[config.mk]
export PLATFORM = sky130hd
export DESIGN_NAME = timecode_frame_counter_top_flat
export DESIGN_NICKNAME = d
export VERILOG_FILES = /design/src/tfc_pkg.sv /design/src/tfc_stream_if.sv /design/src/timecode_frame_counter_top.sv /design/src/flat_wrapper.sv
export SDC_FILE = /design/constraint.sdc
export NUM_CORES = 1
export LEC_CHECK = 0
export BUFFER_PORTS_ARGS = -buffer_cell sky130_fd_sc_hd__buf_4
export CAP_MARGIN = 10
export CORE_ASPECT_RATIO = 0.5
export CORE_UTILIZATION = 30
export DETAILED_ROUTE_END_ITERATION = 6
export PLACE_DENSITY = 0.51
export SYNTH_ARGS = -nofsm -noshare
export SYNTH_HDL_FRONTEND = slang
export SYNTH_SLANG_ARGS = --single-unit
[constraint.sdc]
create_clock -name clk -period 5.75 [get_ports clk]
set_input_delay 0 -clock clk [delete_from_list [all_inputs] [get_ports clk]]
set_output_delay 0 -clock clk [all_outputs]
set_load 0.02 [all_outputs]
[src/tfc_pkg.sv]
// tfc_pkg: shared types, constants and microcode for the timecode frame counter
// payload structs for the request/result channels, rate tables, control-store program
// no dependencies
`timescale 1ns / 1ps
`default_nettype none

package tfc_pkg;

    // request and result payloads
    typedef struct packed {
        logic [1:0] action;
        logic [1:0] hour_tens;
        logic [3:0] hour_units;
        logic [2:0] minute_tens;
        logic [3:0] minute_units;
        logic [2:0] second_tens;
        logic [3:0] second_units;
        logic [1:0] frame_tens;
        logic [3:0] frame_units;
    } tfc_in_t;

    typedef struct packed {
        logic [22:0] count_now;
        logic [5:0]  hours_out;
        logic [5:0]  minutes_out;
        logic [5:0]  seconds_out;
        logic [4:0]  frames_out;
    } tfc_out_t;

    localparam int COUNT_W = 23;
    localparam int ACC_W   = 18;

    // action codes
    localparam logic [1:0] ACT_JAM     = 2'd0;
    localparam logic [1:0] ACT_ADVANCE = 2'd1;
    localparam logic [1:0] ACT_CLEAR   = 2'd2;

    // rate modes
    localparam logic [2:0] MODE_23_98 = 3'd0;
    localparam logic [2:0] MODE_24    = 3'd1;
    localparam logic [2:0] MODE_25    = 3'd2;
    localparam logic [2:0] MODE_DROP  = 3'd4;

    // configuration port
    localparam int         APB_ADDR_W    = 3;
    localparam int         APB_DATA_W    = 32;
    localparam logic       REG_RATE_MODE = 1'b0;

    localparam logic [5:0] SEC_PER_MIN    = 6'd60;
    localparam logic [4:0] DROP_LAST_FR   = 5'd29;
    localparam logic [5:0] LAST_SECOND    = 6'd59;

    // shared divider: dividend width, bits retired per cycle, number of divider steps
    localparam int DIV_W     = 24;
    localparam int DIV_RADIX = 3;
    localparam int DIV_STEPS = DIV_W / DIV_RADIX;
    localparam int DIV_CNT_W = $clog2(DIV_STEPS);

    function automatic logic [4:0] nominal_rate(input logic [2:0] mode);
        logic [4:0] r;
        unique case (mode)
            MODE_23_98, MODE_24: r = 5'd24;
            MODE_25:             r = 5'd25;
            default:             r = 5'd30;
        endcase
        return r;
    endfunction

    function automatic logic [COUNT_W-1:0] day_limit(input logic [2:0] mode);
        logic [COUNT_W-1:0] d;
        unique case (mode)
            MODE_23_98, MODE_24: d = 23'd2073600;
            MODE_25:             d = 23'd2160000;
            default:             d = 23'd2592000;
        endcase
        return d;
    endfunction

    // tens digit times ten plus units nibble
    function automatic logic [6:0] two_digits(input logic [2:0] tens, input logic [3:0] units);
        return 7'(tens) * 7'd10 + 7'(units);
    endfunction

    // minutes whose end is not skipped in drop frame
    function automatic logic tenth_minute_end(input logic [5:0] minute);
        logic hit;
        case (minute) inside
            6'd9, 6'd19, 6'd29, 6'd39, 6'd49, 6'd59: hit = 1'b1;
            default:                                   hit = 1'b0;
        endcase
        return hit;
    endfunction

    // microcode
    typedef enum logic [3:0] {
        OP_JAM_HM,
        OP_JAM_S,
        OP_JAM_F,
        OP_INC,
        OP_CLR,
        OP_DIV_RATE,
        OP_DIV_STEP,
        OP_SAVE_FR,
        OP_SAVE_SC,
        OP_SAVE_MN,
        OP_SKIP,
        OP_DONE
    } op_t;

    typedef enum logic [2:0] {
        COND_NONE,
        COND_ALWAYS,
        COND_DIV_MORE,
        COND_SKIP,
        COND_OUT_FULL
    } cond_t;

    localparam int UPC_W = 4;

    typedef struct packed {
        op_t              op;
        cond_t            cond;
        logic [UPC_W-1:0] target;
    } ucode_t;

    localparam logic [UPC_W-1:0] UA_JAM   = 4'd0;
    localparam logic [UPC_W-1:0] UA_JAM_S = 4'd1;
    localparam logic [UPC_W-1:0] UA_JAM_F = 4'd2;
    localparam logic [UPC_W-1:0] UA_ADV   = 4'd3;
    localparam logic [UPC_W-1:0] UA_CLR   = 4'd4;
    localparam logic [UPC_W-1:0] UA_BRK   = 4'd5;
    localparam logic [UPC_W-1:0] UA_DIV1  = 4'd6;
    localparam logic [UPC_W-1:0] UA_SAV1  = 4'd7;
    localparam logic [UPC_W-1:0] UA_DIV2  = 4'd8;
    localparam logic [UPC_W-1:0] UA_SAV2  = 4'd9;
    localparam logic [UPC_W-1:0] UA_DIV3  = 4'd10;
    localparam logic [UPC_W-1:0] UA_SAV3  = 4'd11;
    localparam logic [UPC_W-1:0] UA_SKIP  = 4'd12;
    localparam logic [UPC_W-1:0] UA_DONE  = 4'd13;

    function automatic logic [UPC_W-1:0] entry_addr(input logic [1:0] action);
        logic [UPC_W-1:0] a;
        unique case (action)
            ACT_JAM:     a = UA_JAM;
            ACT_ADVANCE: a = UA_ADV;
            ACT_CLEAR:   a = UA_CLR;
            default:     a = UA_BRK;
        endcase
        return a;
    endfunction

    function automatic ucode_t ucode_rom(input logic [UPC_W-1:0] addr);
        ucode_t w;
        unique case (addr)
            UA_JAM:   w = '{op: OP_JAM_HM,   cond: COND_NONE,     target: UA_JAM};
            UA_JAM_S: w = '{op: OP_JAM_S,    cond: COND_NONE,     target: UA_JAM};
            UA_JAM_F: w = '{op: OP_JAM_F,    cond: COND_ALWAYS,   target: UA_BRK};
            UA_ADV:   w = '{op: OP_INC,      cond: COND_ALWAYS,   target: UA_BRK};
            UA_CLR:   w = '{op: OP_CLR,      cond: COND_NONE,     target: UA_JAM};
            UA_BRK:   w = '{op: OP_DIV_RATE, cond: COND_NONE,     target: UA_JAM};
            UA_DIV1:  w = '{op: OP_DIV_STEP, cond: COND_DIV_MORE, target: UA_DIV1};
            UA_SAV1:  w = '{op: OP_SAVE_FR,  cond: COND_NONE,     target: UA_JAM};
            UA_DIV2:  w = '{op: OP_DIV_STEP, cond: COND_DIV_MORE, target: UA_DIV2};
            UA_SAV2:  w = '{op: OP_SAVE_SC,  cond: COND_NONE,     target: UA_JAM};
            UA_DIV3:  w = '{op: OP_DIV_STEP, cond: COND_DIV_MORE, target: UA_DIV3};
            UA_SAV3:  w = '{op: OP_SAVE_MN,  cond: COND_NONE,     target: UA_JAM};
            UA_SKIP:  w = '{op: OP_SKIP,     cond: COND_SKIP,     target: UA_BRK};
            default:  w = '{op: OP_DONE,     cond: COND_OUT_FULL, target: UA_DONE};
        endcase
        return w;
    endfunction

endpackage

`default_nettype wire

[src/tfc_stream_if.sv]
// tfc_stream_if: valid/ready channel carrying one payload per request
// payload type is set per instance, normally from tfc_pkg
`timescale 1ns / 1ps
`default_nettype none

interface tfc_stream_if #(
    parameter type payload_t = logic
);
    logic     valid;
    logic     ready;
    payload_t payload;

    modport source (output valid, output payload, input ready);
    modport sink   (input valid, input payload, output ready);
endinterface

`default_nettype wire

[src/timecode_frame_counter_top.sv]
// timecode_frame_counter_top: microcoded timecode frame counter with apb rate register
// depends on tfc_pkg and tfc_stream_if
// timing: each request is run by a 14-word control program; a shared restoring divider
// retires 3 quotient bits per cycle and runs three times (by rate, by 60, by 60), and an advance
// that takes a drop-frame skip reruns the divisions. one request at a time; the next is taken
// as soon as the result is in the output register, even if not yet taken.
// jam loads the count from digit nibbles, advance adds a frame with day wrap and drop-frame
// skip (mode 4), clear zeroes it; every request returns the count and its breakdown.
`timescale 1ns / 1ps
`default_nettype none

module timecode_frame_counter_top
    import tfc_pkg::*;
(
    input  wire logic                  clk,
    input  wire logic                  rst_n,
    input  wire logic                  psel,
    input  wire logic                  penable,
    input  wire logic                  pwrite,
    input  wire logic [APB_ADDR_W-1:0] paddr,
    input  wire logic [APB_DATA_W-1:0] pwdata,
    output logic      [APB_DATA_W-1:0] prdata,
    output logic                       pready,
    tfc_stream_if.sink                 in_req,
    tfc_stream_if.source               out_res
);

    // control
    logic                 busy_reg, busy_next;
    logic [UPC_W-1:0]     upc_reg, upc_next;
    logic                 out_valid_reg, out_valid_next;
    logic [2:0]           rate_mode_reg, rate_mode_next;
    logic [COUNT_W-1:0]   count_reg, count_next;
    logic [DIV_CNT_W-1:0] div_cnt_reg, div_cnt_next;

    // datapath
    tfc_in_t              in_reg, in_next;
    logic                 adv_reg, adv_next;
    logic [ACC_W-1:0]     acc_reg, acc_next;
    logic [5:0]           div_rem_reg, div_rem_next;
    logic [DIV_W-1:0]     div_quo_reg, div_quo_next;
    logic [5:0]           div_den_reg, div_den_next;
    logic [4:0]           fr_reg, fr_next;
    logic [5:0]           sc_reg, sc_next;
    logic [5:0]           mn_reg, mn_next;
    logic [5:0]           hr_reg, hr_next;
    tfc_out_t             out_data_reg, out_data_next;

    ucode_t               uop;
    logic                 take;
    logic                 out_full;
    logic                 skip_hit;
    logic [4:0]           rate;
    logic [6:0]           jam_hr, jam_mn, jam_sc, jam_fr;
    logic [COUNT_W-1:0]   inc_count;
    logic [5:0]           step_rem;
    logic [DIV_W-1:0]     step_quo;
    logic [6:0]           trial;

    assign pready        = 1'b1;
    assign prdata        = (paddr[2] == REG_RATE_MODE) ? APB_DATA_W'(rate_mode_reg) : '0;
    assign in_req.ready  = !busy_reg;
    assign out_res.valid = out_valid_reg;
    assign out_res.payload = out_data_reg;

    assign uop      = ucode_rom(upc_reg);
    assign rate     = nominal_rate(rate_mode_reg);
    assign out_full = out_valid_reg && !out_res.ready;
    assign jam_hr   = two_digits({1'b0, in_reg.hour_tens}, in_reg.hour_units);
    assign jam_mn   = two_digits(in_reg.minute_tens, in_reg.minute_units);
    assign jam_sc   = two_digits(in_reg.second_tens, in_reg.second_units);
    assign jam_fr   = two_digits({1'b0, in_reg.frame_tens}, in_reg.frame_units);

    // drop frame: last frame of a minute that is not a tenth minute
    assign skip_hit = adv_reg && (rate_mode_reg == MODE_DROP) && (fr_reg == DROP_LAST_FR)
                      && (sc_reg == LAST_SECOND) && !tenth_minute_end(mn_reg);

    always_comb
    begin
        inc_count = count_reg + 1'b1;
        if (inc_count == day_limit(rate_mode_reg))
        begin
            inc_count = '0;
        end
    end

    // one divider cycle: DIV_RADIX restoring steps
    always_comb
    begin
        step_rem = div_rem_reg;
        step_quo = div_quo_reg;
        trial    = '0;
        for (int i = 0; i < DIV_RADIX; i++)
        begin
            trial    = {step_rem, step_quo[DIV_W-1]};
            step_quo = {step_quo[DIV_W-2:0], 1'b0};
            if (trial >= {1'b0, div_den_reg})
            begin
                trial       = trial - {1'b0, div_den_reg};
                step_quo[0] = 1'b1;
            end
            step_rem = trial[5:0];
        end
    end

    always_comb
    begin
        case (uop.cond)
            COND_NONE:     take = 1'b0;
            COND_ALWAYS:   take = 1'b1;
            COND_DIV_MORE: take = (div_cnt_reg != '0);
            COND_SKIP:     take = skip_hit;
            COND_OUT_FULL: take = out_full;
            default:       take = 1'b0;
        endcase
    end

    always_comb
    begin
        busy_next      = busy_reg;
        upc_next       = upc_reg;
        out_valid_next = out_valid_reg && !out_res.ready;
        rate_mode_next = rate_mode_reg;
        count_next     = count_reg;
        div_cnt_next   = div_cnt_reg;
        in_next        = in_reg;
        adv_next       = adv_reg;
        acc_next       = acc_reg;
        div_rem_next   = div_rem_reg;
        div_quo_next   = div_quo_reg;
        div_den_next   = div_den_reg;
        fr_next        = fr_reg;
        sc_next        = sc_reg;
        mn_next        = mn_reg;
        hr_next        = hr_reg;
        out_data_next  = out_data_reg;

        if (psel && penable && pwrite && (paddr[2] == REG_RATE_MODE))
        begin
            rate_mode_next = pwdata[2:0];
        end

        if (!busy_reg)
        begin
            if (in_req.valid)
            begin
                busy_next = 1'b1;
                upc_next  = entry_addr(in_req.payload.action);
                in_next   = in_req.payload;
                adv_next  = (in_req.payload.action == ACT_ADVANCE);
            end
        end
        else
        begin
            upc_next = take ? uop.target : upc_reg + 1'b1;
            case (uop.op)
                OP_JAM_HM:
                begin
                    acc_next = ACC_W'(jam_hr) * ACC_W'(SEC_PER_MIN) + ACC_W'(jam_mn);
                end
                OP_JAM_S:
                begin
                    acc_next = acc_reg * ACC_W'(SEC_PER_MIN) + ACC_W'(jam_sc);
                end
                OP_JAM_F:
                begin
                    count_next = COUNT_W'(acc_reg) * COUNT_W'(rate) + COUNT_W'(jam_fr);
                end
                OP_INC:
                begin
                    count_next = inc_count;
                end
                OP_CLR:
                begin
                    count_next = '0;
                end
                OP_DIV_RATE:
                begin
                    div_rem_next = '0;
                    div_quo_next = DIV_W'(count_reg);
                    div_den_next = {1'b0, rate};
                    div_cnt_next = DIV_CNT_W'(DIV_STEPS - 1);
                end
                OP_DIV_STEP:
                begin
                    div_rem_next = step_rem;
                    div_quo_next = step_quo;
                    div_cnt_next = div_cnt_reg - 1'b1;
                end
                OP_SAVE_FR, OP_SAVE_SC:
                begin
                    if (uop.op == OP_SAVE_FR)
                    begin
                        fr_next = div_rem_reg[4:0];
                    end
                    else
                    begin
                        sc_next = div_rem_reg;
                    end
                    div_rem_next = '0;
                    div_den_next = SEC_PER_MIN;
                    div_cnt_next = DIV_CNT_W'(DIV_STEPS - 1);
                end
                OP_SAVE_MN:
                begin
                    mn_next = div_rem_reg;
                    hr_next = div_quo_reg[5:0];
                end
                OP_SKIP:
                begin
                    if (skip_hit)
                    begin
                        count_next = count_reg + COUNT_W'(2);
                    end
                end
                OP_DONE:
                begin
                    if (!out_full)
                    begin
                        out_data_next  = '{count_now: count_reg, hours_out: hr_reg,
                                           minutes_out: mn_reg, seconds_out: sc_reg,
                                           frames_out: fr_reg};
                        out_valid_next = 1'b1;
                        busy_next      = 1'b0;
                    end
                end
                default:
                begin
                    busy_next = 1'b0;
                end
            endcase
        end
    end

    always_ff @(posedge clk or negedge rst_n)
    begin
        if (!rst_n)
        begin
            busy_reg      <= 1'b0;
            upc_reg       <= UA_JAM;
            out_valid_reg <= 1'b0;
            rate_mode_reg <= MODE_23_98;
            count_reg     <= '0;
            div_cnt_reg   <= '0;
        end
        else
        begin
            busy_reg      <= busy_next;
            upc_reg       <= upc_next;
            out_valid_reg <= out_valid_next;
            rate_mode_reg <= rate_mode_next;
            count_reg     <= count_next;
            div_cnt_reg   <= div_cnt_next;
        end
    end

    always_ff @(posedge clk)
    begin
        in_reg       <= in_next;
        adv_reg      <= adv_next;
        acc_reg      <= acc_next;
        div_rem_reg  <= div_rem_next;
        div_quo_reg  <= div_quo_next;
        div_den_reg  <= div_den_next;
        fr_reg       <= fr_next;
        sc_reg       <= sc_next;
        mn_reg       <= mn_next;
        hr_reg       <= hr_next;
        out_data_reg <= out_data_next;
    end

    // divider keeps the sequencer on its step until the last digit
    a_div_hold: assert property (@(posedge clk) disable iff (!rst_n)
        (busy_reg && uop.op == OP_DIV_STEP && div_cnt_reg != '0) |=> upc_reg == $past(upc_reg))
        else $error("sequencer left a division early");

    // count only moves while a request is in flight
    a_count_idle: assert property (@(posedge clk) disable iff (!rst_n)
        !busy_reg |=> $stable(count_reg))
        else $error("count changed while idle");

    // a fresh result only appears as the program finishes
    a_result_end: assert property (@(posedge clk) disable iff (!rst_n)
        $rose(out_valid_reg) |-> $fell(busy_reg))
        else $error("result raised outside the done step");

    // program counter stays inside the control store
    a_upc_range: assert property (@(posedge clk) disable iff (!rst_n)
        busy_reg |-> upc_reg <= UA_DONE)
        else $error("program counter out of range");

    // a drop-frame skip adds exactly two counts
    a_skip_two: assert property (@(posedge clk) disable iff (!rst_n)
        (busy_reg && uop.op == OP_SKIP && skip_hit)
            |=> count_reg == $past(count_reg) + COUNT_W'(2))
        else $error("drop-frame skip did not add two");

endmodule

`default_nettype wire

[src/flat_wrapper.sv]
// flat-port wrapper written by rule: the top's interface ports become plain ports
module timecode_frame_counter_top_flat import tfc_pkg::*;
  (clk, rst_n, psel, penable, pwrite, paddr, pwdata, prdata, pready, in_req_valid, in_req_payload, in_req_ready, out_res_valid, out_res_payload, out_res_ready);
  tfc_stream_if #(.payload_t(tfc_in_t)) in_req_i ();
  tfc_stream_if #(.payload_t(tfc_out_t)) out_res_i ();
  input  wire logic clk;
  input  wire logic rst_n;
  input  wire logic psel;
  input  wire logic penable;
  input  wire logic pwrite;
  input  wire logic [APB_ADDR_W-1:0] paddr;
  input  wire logic [APB_DATA_W-1:0] pwdata;
  output logic      [APB_DATA_W-1:0] prdata;
  output logic pready;
  input wire logic [$bits(in_req_i.valid)-1:0] in_req_valid;
  input wire logic [$bits(in_req_i.payload)-1:0] in_req_payload;
  output wire logic [$bits(in_req_i.ready)-1:0] in_req_ready;
  output wire logic [$bits(out_res_i.valid)-1:0] out_res_valid;
  output wire logic [$bits(out_res_i.payload)-1:0] out_res_payload;
  input wire logic [$bits(out_res_i.ready)-1:0] out_res_ready;
  assign in_req_i.valid = in_req_valid;
  assign in_req_i.payload = in_req_payload;
  assign in_req_ready = in_req_i.ready;
  assign out_res_valid = out_res_i.valid;
  assign out_res_payload = out_res_i.payload;
  assign out_res_i.ready = out_res_ready;
  timecode_frame_counter_top u_core (.clk(clk), .rst_n(rst_n), .psel(psel), .penable(penable), .pwrite(pwrite), .paddr(paddr), .pwdata(pwdata), .prdata(prdata), .pready(pready), .in_req(in_req_i), .out_res(out_res_i));
endmodule
Word-level counts from Yosys, hierarchy flattened. Memories as Yosys holds them, arrays and structs flattened. Index checks and enable logic that the tools add are counted.

Output and inout port bits: 81. Latch bits: 0. Bits of input ports: 70. ROM bits: 176. Word-level logic and storage cells: 152. Bits in writable memories: 0. Flip-flop bits (word level): 185. Memories kept: 1.

Eq/ne operators: 30. Shifts and indexed selects: 0. Reduce and logical (&&, ||, !) cells: 36. Multiplexer cells: 29. Multiply operators: 7. Bitwise gates (word level): 4. Div/mod/pow operators: 0. Add/subtract/negate cells: 14. Magnitude comparators: 3.

Memories: (no name shown) (depth 16, bits a word 11, rd ports 1, clocked after Yosys merged registers in 0, write ports 0, RTL line tfc_pkg.sv:154) `unique case (addr)`.

Operators by type and width (number): 23-bit one-hot mux with 4 select lines (1); 24-bit one-hot mux with 2 select lines (1); 23-bit two-way mux (2); 22-bit one-hot mux with 2 select lines (1); 18-bit one-hot mux with 2 select lines (1); 6-bit equality test, second input constant (4); 6-bit one-hot mux with 2 select lines (2); 23-bit by 1-bit adder with 23-bit output, second input constant (1); 23-bit by 2-bit adder with 23-bit output, second input constant (1); 23-bit by 7-bit adder with 23-bit output (1); 23-bit by 22-bit equality test with 1-bit output (1); 18-bit by 5-bit multiplier with 23-bit output (1); 7-bit by 6-bit greater-or-equal comparator with 1-bit output (3); 18-bit by 7-bit adder with 18-bit output (1); 18-bit by 4-bit multiplier with 16-bit output, second input constant (1); 6-bit two-way mux (3); 6-bit subtractor (3); 4-bit by 3-bit equality test with 1-bit output, second input constant (4); 4-bit equality test, second input constant (4); 13-bit by 7-bit adder with 14-bit output (1); 6-bit by 4-bit adder with 7-bit output (2); 7-bit by 4-bit adder with 7-bit output (2); 6-bit by 5-bit equality test with 1-bit output, second input constant (2); 3-bit by 3-bit multiplier with 6-bit output, second input constant (2); other kinds (36) (78).

Logic depth before layout (Yosys ltp). Gate-level depths: netlist of the first run.

Depth in word-level cells: 8. Depth in mapped cells: 25.

Least setup slack after synthesis of the first run. OpenSTA, ideal clock, no wires.

Path type: register to register. Start: register u_core.rate_mode_reg[1]. End: register u_core.count_reg[21]. Arrival time: 4.980 ns. Cell stages (with the launch flop): 21. Period minus slack after synthesis: 5.045 ns. Library setup time: 0.065 ns. Path buffers: 2. Slack: 0.705 ns. Data required time: 5.685 ns. Cells stage by stage: dfrtp_1 > buf_2 > nand2_1 > clkbuf_1 > nor2_1 > fa_1 > ha_1 > inv_1 > fa_1 > fa_1 > inv_1 > ha_1 > a21o_1 > a21oi_1 > o211ai_1 > a221oi_1 > o31ai_1 > a311o_1 > nand2_1 > mux2i_1 > o22a_1.

Longest elaborated chain between the ends: 7. Elaborated cells between the ends (all ways): 18. Those cells by class: 1 x add/sub; 1 x mul; 5 x eq/ne; 4 x mux; 7 x reduce/logical.

Ends and longest elaborated chain: from (decl) (RTL line timecode_frame_counter_top.sv:32) `logic [2:0] rate_mode_reg, rate_mode_next;`; from (signal assigned) (RTL line timecode_frame_counter_top.sv:251) `rate_mode_reg <= rate_mode_next;`; branches (longest 7 deep; another with 18-bit by 5-bit multiplier with 23-bit output); to (signal assigned) (RTL line timecode_frame_counter_top.sv:252) `count_reg <= count_next;`; to (decl) (RTL line timecode_frame_counter_top.sv:33) `logic [COUNT_W-1:0] count_reg, count_next;`.

Several ways; the timed one is not identified. A chain may end at the register's enable or synchronous reset.

Worst setup path after layout of the first run.
Start: register u_core.rate_mode_reg[0]. End: register u_core.count_reg[20].

The elaborated chain is that of the path after synthesis.

==> summary.md, run 1 <==
| Metric | Value |
|---|---|
| Run status | `finished clean` |
| DR vias/cell | `roughly 4.7` |
| Slew Limit Fails | `0` |
| Routed Antenna Nets | `0` |
| Core area | `approximately 49,000 um^2` |
| Met3 Usage GRT | `0.02257` |
| ANT cells | `0` |
| Max-slew headroom | `0.2994` |
| Final Hold Fails | `0` |
| GR Util met1 | `0.1935` |
| Wirelength per Cell | `~15 um` |
| DRC Markers | `0` |
| GR Util All Layers | `0.1385` |
| Area of the multi-input gates | `approximately 9000 um^2` |
| Final setup fails | `0` |
| RSZ-0062 raised after global routing | `no` |
| Nets | `1,889` |
| Starting density of the core | `0.3089` |
| Bufs on Longest Clock Path | `2` |
| Tmin final | `approximately 5.4 ns` |
| Period utilization | `0.9380` |
| Max incr delay on CP | `between 0.5 and 0.6 ns` |
| Slew @ Worst Pin | `between 1 and 1.5 ns` |
| CP startpoint kind | `flop` |
| Io pins | `about 150` |
| Num Clock Sinks | `roughly 180` |
| Seq cells post-synth | `roughly 180` |
| Setup TNS | `0 ns` |
| Synthesized instance count | `roughly 1,500` |
| Register area share after synthesis | `0.3494` |
| HP Class | `in2async` |
| Yosys warns | `0` |
| Worst endpoint required time | `6.10 ns` |
| Die width | `around 320 um` |
| Post-synth EDFFs | `148` |
| Vias in the first global route | `between 10,000 and 15,000` |
| Mapped cell area | `between 15,000 and 20,000 um^2` |
| Cts bufs inserted | `17` |
| Via count | `approximately 11,000` |
| Clock skew after layout | `~0.015 ns` |
| Largest net degree at the start of global routing | `48` |
| Most used routing layer | `met2` |
| Highest clock rate | `about 190 MHz` |
| Number of distinct library cells after synthesis | `94` |
| Worst-path clk slew | `roughly 0.080 ns` |
| Area leader, netlist | `edfxtp_1` |
| Initial antenna violation count | `0` |
| MaxCap Viol Count | `0` |
| Postcts setup bufs | `0` |
| IO Port Bufs | `just under 90` |
| Routed WL | `between 30 and 40 mm` |
| Commonest non-fill, non-tap cell in the layout | `inv_1` |
| Clock Latency Late Sink | `roughly 0.46 ns` |
| GP Congestion | `around 0.83` |
| Grt total ovfl | `0` |
| Crit path capture type | `flop` |
| Most frequent CP cell | `fa_1` |
| Ys async rst share | `0.1913` |
| Largest register FFs | `46` |
| Post-DP HPWL | `26.47 mm` |
| Share of post-route cells with drive strength above 1 | `0.1270` |
| Routing usage on met2 | `0.2251` |
| Critical Path, Cell by Cell | `nor2_1 > nand2_1 > nor2_1 > fa_1 > ha_1 > inv_1 > fa_1 > fa_1 > inv_1 > fa_1 > a211oi_1 > o211a_1 > o31ai_1 > a21oi_2 > o21ai_0 > a31oi_1 > xor2_1 > o22ai_1 > o221a_2` |
| Die H | `approximately 160 um` |
| Avg Synthesized Cell Area | `a little over 10 um^2` |
| Area delta synth->final | `15.74%` |
| First-pass GRT wire length | `about 57 mm` |
| Clk root buf | `clkbuf_16` |
| CTS tree | `done` |
| Largest cells by area after synthesis | `edfxtp_1 (29%), fa_1 (12%), ha_1 (11%), dfrtp_1 (5.8%), inv_1 (3.9%)` |
| Ys flop type | `edfxtp_1` |
| Synth top area share | `0.2919` |
| DIE AREA | `51,710 um^2` |
| Worst Path Arrival | `5.74 ns` |
| Crit Path Class | `reg2reg` |
| Seq. cell area | `between 5000 and 6000 um^2` |
| First drt pass iteration count | `5` |
| CP Max Fanout | `8` |
| H-tree levels | `4` |
| Drt initial violations | `610` |
| Fill cell count | `between 4,000 and 5,000` |
| Number of placed instances, taps included | `between 2,000 and 2,500` |
| Layout Cells excl Fill | `2,276` |
| Commonest cells after routing, fill and taps aside | `inv_1 (159), edfxtp_1 (148), ha_1 (139), buf_4 (115), nor2_1 (113)` |
| Row count | `57` |
| Crit-path slowest cell | `fa_1` |
-- kinds of logic (layout without fill, tap and decap cells) --
kind of cell,after synthesis,in the layout,share of synthesized area
other,2,30,0.0004933
adders and majority gates,234,234,0.2392
xor gates and xnor gates,100,100,0.05753
muxes,37,37,0.02655
and+or+nand+nor,376,376,0.1238
DFF,183,183,0.3494
buffers and inverters,240,344,0.06911
AOI/OAI and AO/OA,294,294,0.1340
-- layout make-up --
type / instances / area share
inverter: 160 / 0.03408
clock buffer: 18 / 0.02436
sequential: 183 / 0.3019
clock inverter: 14 / 0.01122
multi-input combinational: 1071 / 0.5103
tap: 678 / 0.04814
timing repair buffer: 152 / 0.07001
-- layer usage --
metal / part of all wire / vias to the layer above / wire [um]
met4: 0.011 / 0 / 364
met2: 0.46 / 140 / 15800
met1: 0.51 / 5174 / 17560
li1: - / 5366 / -
met5: 0 / - / 0
met3: 0.026 / 22 / 907
-- cells in the mapped netlist (all sizes together), types with 7 or more instances --
library cell    n
edfxtp        148
xor2           46
inv           159
nor4            8
o21ai          50
buf            45
a211oi          8
a21oi          80
and3            9
mux2           27
nand2b         13
o221ai          7
ha            139
nor2          116
mux2i          10
nor3           31
clkbuf         35
and2            9
o21bai          7
nand3          22
a2111oi         7
o21a           12
nand4          14
nand2          94
a221oi          8
dfrtp          35
nor2b          17
a31oi          16
a21o           27
o31ai           9
xnor2          54
o22ai           7
fa             95
or3             7
-- metrics by stage --
stage | instance area [um^2] | setup slack, ns | utilization | hold slack, ns
after floorplan | 15330 | 0.7046 | - | -0.2956
after detailed placement | 16610 | 0.2371 | 0.3371 | 0.005410
final | 17620 | 0.3562 | 0.3576 | 0.06966
after global placement | 16610 | 0.2578 | 0.3371 | 0.008918
after global routing | 17620 | 0.05450 | 0.3576 | 0.08867
after CTS | 17610 | 0.2246 | 0.3574 | 0.05553
-- worst paths after layout --
kind | slack (ns) | startpoint | end | cells past startpoint
min | 0.07 | rst_n | u_core.upc_reg[0] | 2
max | 0.36 | u_core.rate_mode_reg[0] | u_core.count_reg[20] | 19
max in group asynchronous | 5.32 | rst_n | u_core.count_reg[22] | 2
max reg2reg | 0.36 | u_core.rate_mode_reg[0] | u_core.count_reg[20] | 19
min reg2reg | 0.43 | u_core.hr_reg[1] | u_core.out_res.payload[18] | 0
min in group clk | 0.25 | in_req_payload[9] | u_core.in_reg[9] | 2
-- critical path: cells and delay by family, from the launching register on --
kind            cells  cell delay (ns)
compound gates      8             1.67
xor+xnor            1             0.21
fa+ha+maj           5             2.20
buf+inv             2             0.12
flops               1             0.46
simple gates        3             0.64
-- timing repair --
action	in CTS	in global routing
hold endpoints to repair	71	0
hold buffers	37	0
endpoints found under the setup margin	0	3
gates resized for setup	0	3
Power of run 1 is left out: the tool's default activity adds up to more than one toggle a clock period on the data nets, which glitch-free logic cannot reach.
==> run 2, diff against run 1 <==
--- a/config.mk
+++ b/config.mk
@@ -9,8 +9,9 @@
 export CAP_MARGIN = 10
 export CORE_ASPECT_RATIO = 0.5
-export CORE_UTILIZATION = 30
+export CORE_UTILIZATION = 60
 export DETAILED_ROUTE_END_ITERATION = 6
-export PLACE_DENSITY = 0.51
+export PLACE_DENSITY = 0.86
 export SYNTH_ARGS = -nofsm -noshare
 export SYNTH_HDL_FRONTEND = slang
 export SYNTH_SLANG_ARGS = --single-unit
+export TNS_END_PERCENT = 50
==> constraint.sdc (replaced) <==
create_clock -name clk -period 5.75 [get_ports clk]
set_input_delay 0.2875 -clock clk [delete_from_list [all_inputs] [get_ports clk]]
set_output_delay 0.2875 -clock clk [all_outputs]
set_load 0.02 [all_outputs]
==> summary.md, run 2 (synthesis gave the netlist of run 1 again) <==
| Metric | Value |
|---|---|
| Clk root buf | `clkbuf_16` |
| Wirelength per Cell | `between 15 and 20 um` |
| Drt initial violations | `1,117` |
| Final Hold Fails | `0` |
| Initial antenna violation count | `0` |
| H-tree levels | `4` |
| IO Port Bufs | `a little under 90` |
| Period utilization | `0.9623` |
| Highest clock rate | `180.7 MHz` |
| Row count | `40` |
| Crit path capture type | `flop` |
| Slew Limit Fails | `0` |
| Grt total ovfl | `0` |
| Largest net degree at the start of global routing | `36` |
| Post-DP HPWL | `~26 mm` |
| ANT cells | `0` |
| Commonest cells after routing, fill and taps aside | `inv_1 (159), edfxtp_1 (148), ha_1 (139), nor2_1 (113), buf_4 (111)` |
| Routed Antenna Nets | `0` |
| Clock skew after layout | `0.01283 ns` |
| Area delta synth->final | `11.78%` |
| RSZ-0062 raised after global routing | `no` |
| Final setup fails | `0` |
| Nets | `approximately 1,900` |
| Setup TNS | `0 ns` |
| CP startpoint kind | `flop` |
| Postcts setup bufs | `0` |
| First drt pass iteration count | `7` |
| Clock Latency Late Sink | `~0.46 ns` |
| Die width | `roughly 230 um` |
| Cts bufs inserted | `17` |
| Tmin final | `5.533 ns` |
| Starting density of the core | `0.6234` |
| GR Util All Layers | `0.2862` |
| Io pins | `151` |
| MaxCap Viol Count | `0` |
| First-pass GRT wire length | `around 57 mm` |
| Vias in the first global route | `~12,000` |
| Bufs on Longest Clock Path | `2` |
| Largest register FFs | `46` |
| Worst-path clk slew | `about 0.080 ns` |
| DRC Markers | `0` |
| Worst Path Arrival | `slightly below 6 ns` |
| Core area | `24,420 um^2` |
| DIE AREA | `approximately 26,000 um^2` |
| Worst R2R Setup Slack | `around 0.22 ns` |
| Worst endpoint required time | `6.10 ns` |
| Slew @ Worst Pin | `roughly 1.2 ns` |
| GP Congestion | `between 0.9 and 1` |
| DR vias/cell | `between 5 and 6` |
| Crit Path Class | `reg2reg` |
| Core Util, Final | `0.6968` |
| Run status | `finished clean` |
| Die H | `approximately 110 um` |
| CTS tree | `done` |
| Share of post-route cells with drive strength above 1 | `0.1263` |
| CP Max Fanout | `6` |
| Max-slew headroom | `0.2026` |
| Num Clock Sinks | `between 150 and 200` |
| HP Class | `in2reg` |
| Commonest non-fill, non-tap cell in the layout | `inv_1` |
| Via count | `~11,000` |
| Routed WL | `around 36 mm` |
run 2: worst max-delay path, cell delays in order, from the launching register on:
cell	delay [ns]
dfrtp_1	0.47
nor2_1	0.13
nand2_1	0.31
nor2_1	0.25
fa_1	0.45
ha_1	0.30
inv_1	0.06
fa_1	0.49
fa_1	0.51
inv_1	0.07
fa_1	0.48
a211oi_1	0.31
o211a_1	0.24
o31ai_1	0.09
a21oi_1	0.23
o21ai_0	0.17
a31oi_1	0.29
xor2_1	0.21
o22ai_1	0.11
o221a_2	0.26
run 2: per-layer routing:
layer,GRT usage,wire length [um]
met5,0,0
met3,0.05466,2408
met2,0.5110,17750
met4,0.08814,792
met1,0.3521,14650
run 2: per-stage QoR:
stage          hold WS, ns  std cells  worst slack, ns  instance area [um^2]
2_1_floorplan    -0.008091       1494           0.7046                 15330
3_3_place_gp        0.2891       1861           0.4282                 16160
3_5_place_dp        0.2881       1861           0.2963                 16160
4_1_cts           0.001842       1919           0.3004                 17010
5_1_grt           0.002289       1919          0.01958                 17020
6_report           0.01654       1919           0.2169                 17020
run 2: area by class of cell:
type,instances,area (um^2)
clock buffers,17,425.4
clock inverters,15,163.9
fillers,1666,7406
inverters,160,600.6
multi-input cells,1071,8994
flip-flops and latches,183,5320
well taps,336,420.4
repair buffers,137,1094
run 2: worst paths after layout:
kind | from | endpoint | cells after the start
setup / recovery | u_core.rate_mode_reg[2] | u_core.count_reg[20] | 19
hold / removal | in_req_payload[3] | u_core.in_reg[3] | 1
setup reg to reg | u_core.rate_mode_reg[2] | u_core.count_reg[20] | 19
hold reg to reg | u_core.hr_reg[4] | u_core.out_res.payload[21] | 0
max in group asynchronous | rst_n | u_core.upc_reg[0] | 2
min in group asynchronous | rst_n | u_core.count_reg[16] | 2
run 2: what timing repair did:
action	in CTS	in global routing
endpoints found under the hold margin	60	0
resized for setup	0	4
endpoints found under the setup margin	0	7
hold buffers	26	0
Power of run 2 is left out for the same reason.
==> run 3, diff against run 2 <==
Settings changed: SETUP_SLACK_MARGIN from default to 0.4, SKIP_LAST_GASP from default to 1.
==> summary.md, run 3 (synthesis gave the netlist of run 1 again) <==
| Metric | Value |
|---|---|
| Period utilization | `0.8987` |
| Nets | `approximately 1,900` |
| Critical R2R Launch | `u_core.rate_mode_reg[0]` |
| H-tree levels | `4` |
| Hold_ws | `roughly 0.026 ns` |
| Cts bufs inserted | `17` |
| Crit Path Class | `reg2reg` |
| Critical Path, Cell by Cell | `buf_4 > nor3b_4 > nand2_1 > fa_1 > fa_1 > inv_1 > fa_1 > ha_1 > ha_1 > a211oi_2 > o211a_1 > o31ai_1 > a21oi_1 > buf_4 > buf_4 > o21bai_1 > xnor2_1 > o22ai_1 > a21oi_1 > o2bb2ai_1` |
| Hold Crit Start | `in_req_payload[3]` |
| Met2 WL | `~18 mm` |
| First drt pass iteration count | `7` |
| IO Port Bufs | `89` |
| Worst-path clk slew | `roughly 0.080 ns` |
| Clock skew after layout | `0.01268 ns` |
| Highest Signal Layer | `met4` |
| Wirelength per Cell | `around 19 um` |
| Crit-path slowest cell | `fa_1` |
| MaxCap Viol Count | `0` |
| Starting density of the core | `0.6234` |
| Bufs on Longest Clock Path | `2` |
| Routed WL | `35.97 mm` |
| Area delta synth->final | `12.79%` |
| Highest clock rate | `around 190 MHz` |
| GR Util All Layers | `0.2862` |
| DR vias/cell | `~6` |
| Core area | `24,420 um^2` |
| Row count | `40` |
| Largest register FFs | `46` |
| Worst endpoint required time | `between 6 and 7 ns` |
| Slew Limit Fails | `0` |
| Drt initial violations | `between 1,000 and 1,500` |
| Share of post-route cells with drive strength above 1 | `0.1417` |
| Routed Antenna Nets | `0` |
| Grt total ovfl | `0` |
| Io pins | `151` |
| Setup TNS | `0 ns` |
| Worst Path Arrival | `between 5 and 6 ns` |
| CP startpoint kind | `flop` |
| Post-DP HPWL | `between 20 and 30 mm` |
| Max-slew headroom | `0.1784` |
| Final setup fails | `0` |
| Commonest non-fill, non-tap cell in the layout | `inv_1` |
| Largest net degree at the start of global routing | `36` |
| GP Congestion | `between 0.9 and 1` |
| Crit path capture type | `flop` |
| CTS tree | `done` |
| Tmin final | `5.167 ns` |
| Clock Latency Late Sink | `about 0.46 ns` |
| Run status | `finished clean` |
| Wl on met1 | `approximately 15 mm` |
| Max incr delay on CP | `0.50 ns` |
| Fill cell count | `about 1,600` |
| HP Class | `in2reg` |
| Via count | `approximately 12,000` |
| Met3 Wirelength | `~2.6 mm` |
| RSZ-0062 raised after global routing | `no` |
| Clk root buf | `clkbuf_16` |
| CP Max Fanout | `5` |
| First-pass GRT wire length | `roughly 57 mm` |
| DRC Markers | `0` |
| Commonest cells after routing, fill and taps aside | `inv_1 (159), edfxtp_1 (148), ha_1 (138), buf_4 (123), nor2_1 (110)` |
| ANT cells | `0` |
| Num Clock Sinks | `between 150 and 200` |
| Die H | `between 100 and 150 um` |
| Final Hold Fails | `0` |
| Vias in the first global route | `~12,000` |
| Slew @ Worst Pin | `1.229 ns` |
| DIE AREA | `26,050 um^2` |
| Initial antenna violation count | `0` |
| Worst Setup SP | `u_core.rate_mode_reg[0]` |
| Die width | `227.3 um` |
## run 3: cell types whose count changed in the layout (fill, tap and decap cells not counted), sizes merged
cell / before / now
buf: 111 / 123
## run 3: per-layer routing
metal	vias up	track usage
li1	5354	-
met1	5649	0.3523
met2	506	0.5091
met3	84	0.05466
met4	0	0.09217
met5	-	0
## run 3: final cells by class
class | instances | area [um^2] | area share
multi-input cells | 1071 | 9055 | 0.5273
flip-flops and latches | 183 | 5323 | 0.3100
repair buffers | 149 | 1184 | 0.06893
inverters | 160 | 600.6 | 0.03498
clock buffers | 17 | 425.4 | 0.02477
well taps | 336 | 420.4 | 0.02448
clock inverters | 15 | 163.9 | 0.009545
## run 3: repair_timing
item / CTS / global route
hold buffers: 26 / 0
buffers inserted: 0 / 12
pin swaps: 0 / 4
gates resized for setup: 2 / 23
hold endpoints to repair: 60 / 0
endpoints found under the setup margin: 5 / 16
## run 3: final timing paths
kind,end,slack (ns),cells past startpoint
worst max-delay path,u_core.count_reg[16],0.58,20
worst min-delay path,u_core.in_reg[3],0.03,1
worst max register to register,u_core.count_reg[16],0.58,20
worst min register to register,u_core.out_res.payload[20],0.42,0
max in group asynchronous,u_core.rate_mode_reg[1],4.99,2
min in group asynchronous,u_core.count_reg[16],0.37,2
## run 3: per-stage QoR
| step | worst slack (ns) | util | instances | area [um^2] |
|---|---|---|---|---|
| 4_1_cts | 0.3960 | 0.6965 | 1919 | 17010 |
| 6_report | 0.5826 | 0.7031 | 1931 | 17170 |
| 3_5_place_dp | 0.2963 | 0.6615 | 1861 | 16160 |
| 5_1_grt | 0.3930 | 0.7031 | 1931 | 17170 |
| 3_3_place_gp | 0.4282 | 0.6615 | 1861 | 16160 |
| 2_1_floorplan | 0.7046 | - | 1494 | 15330 |
## run 3: critical path, delay by kind of cell, from the launching register on
kind | cells | cell delay, ns
AOI/OAI and AO/OA | 8 | 1.34
xor gates and xnor gates | 1 | 0.19
adders and majority gates | 5 | 2.16
buffers and inverters | 4 | 0.53
DFF | 1 | 0.43
and+or+nand+nor | 2 | 0.40
Power of run 3 is left out for the same reason.
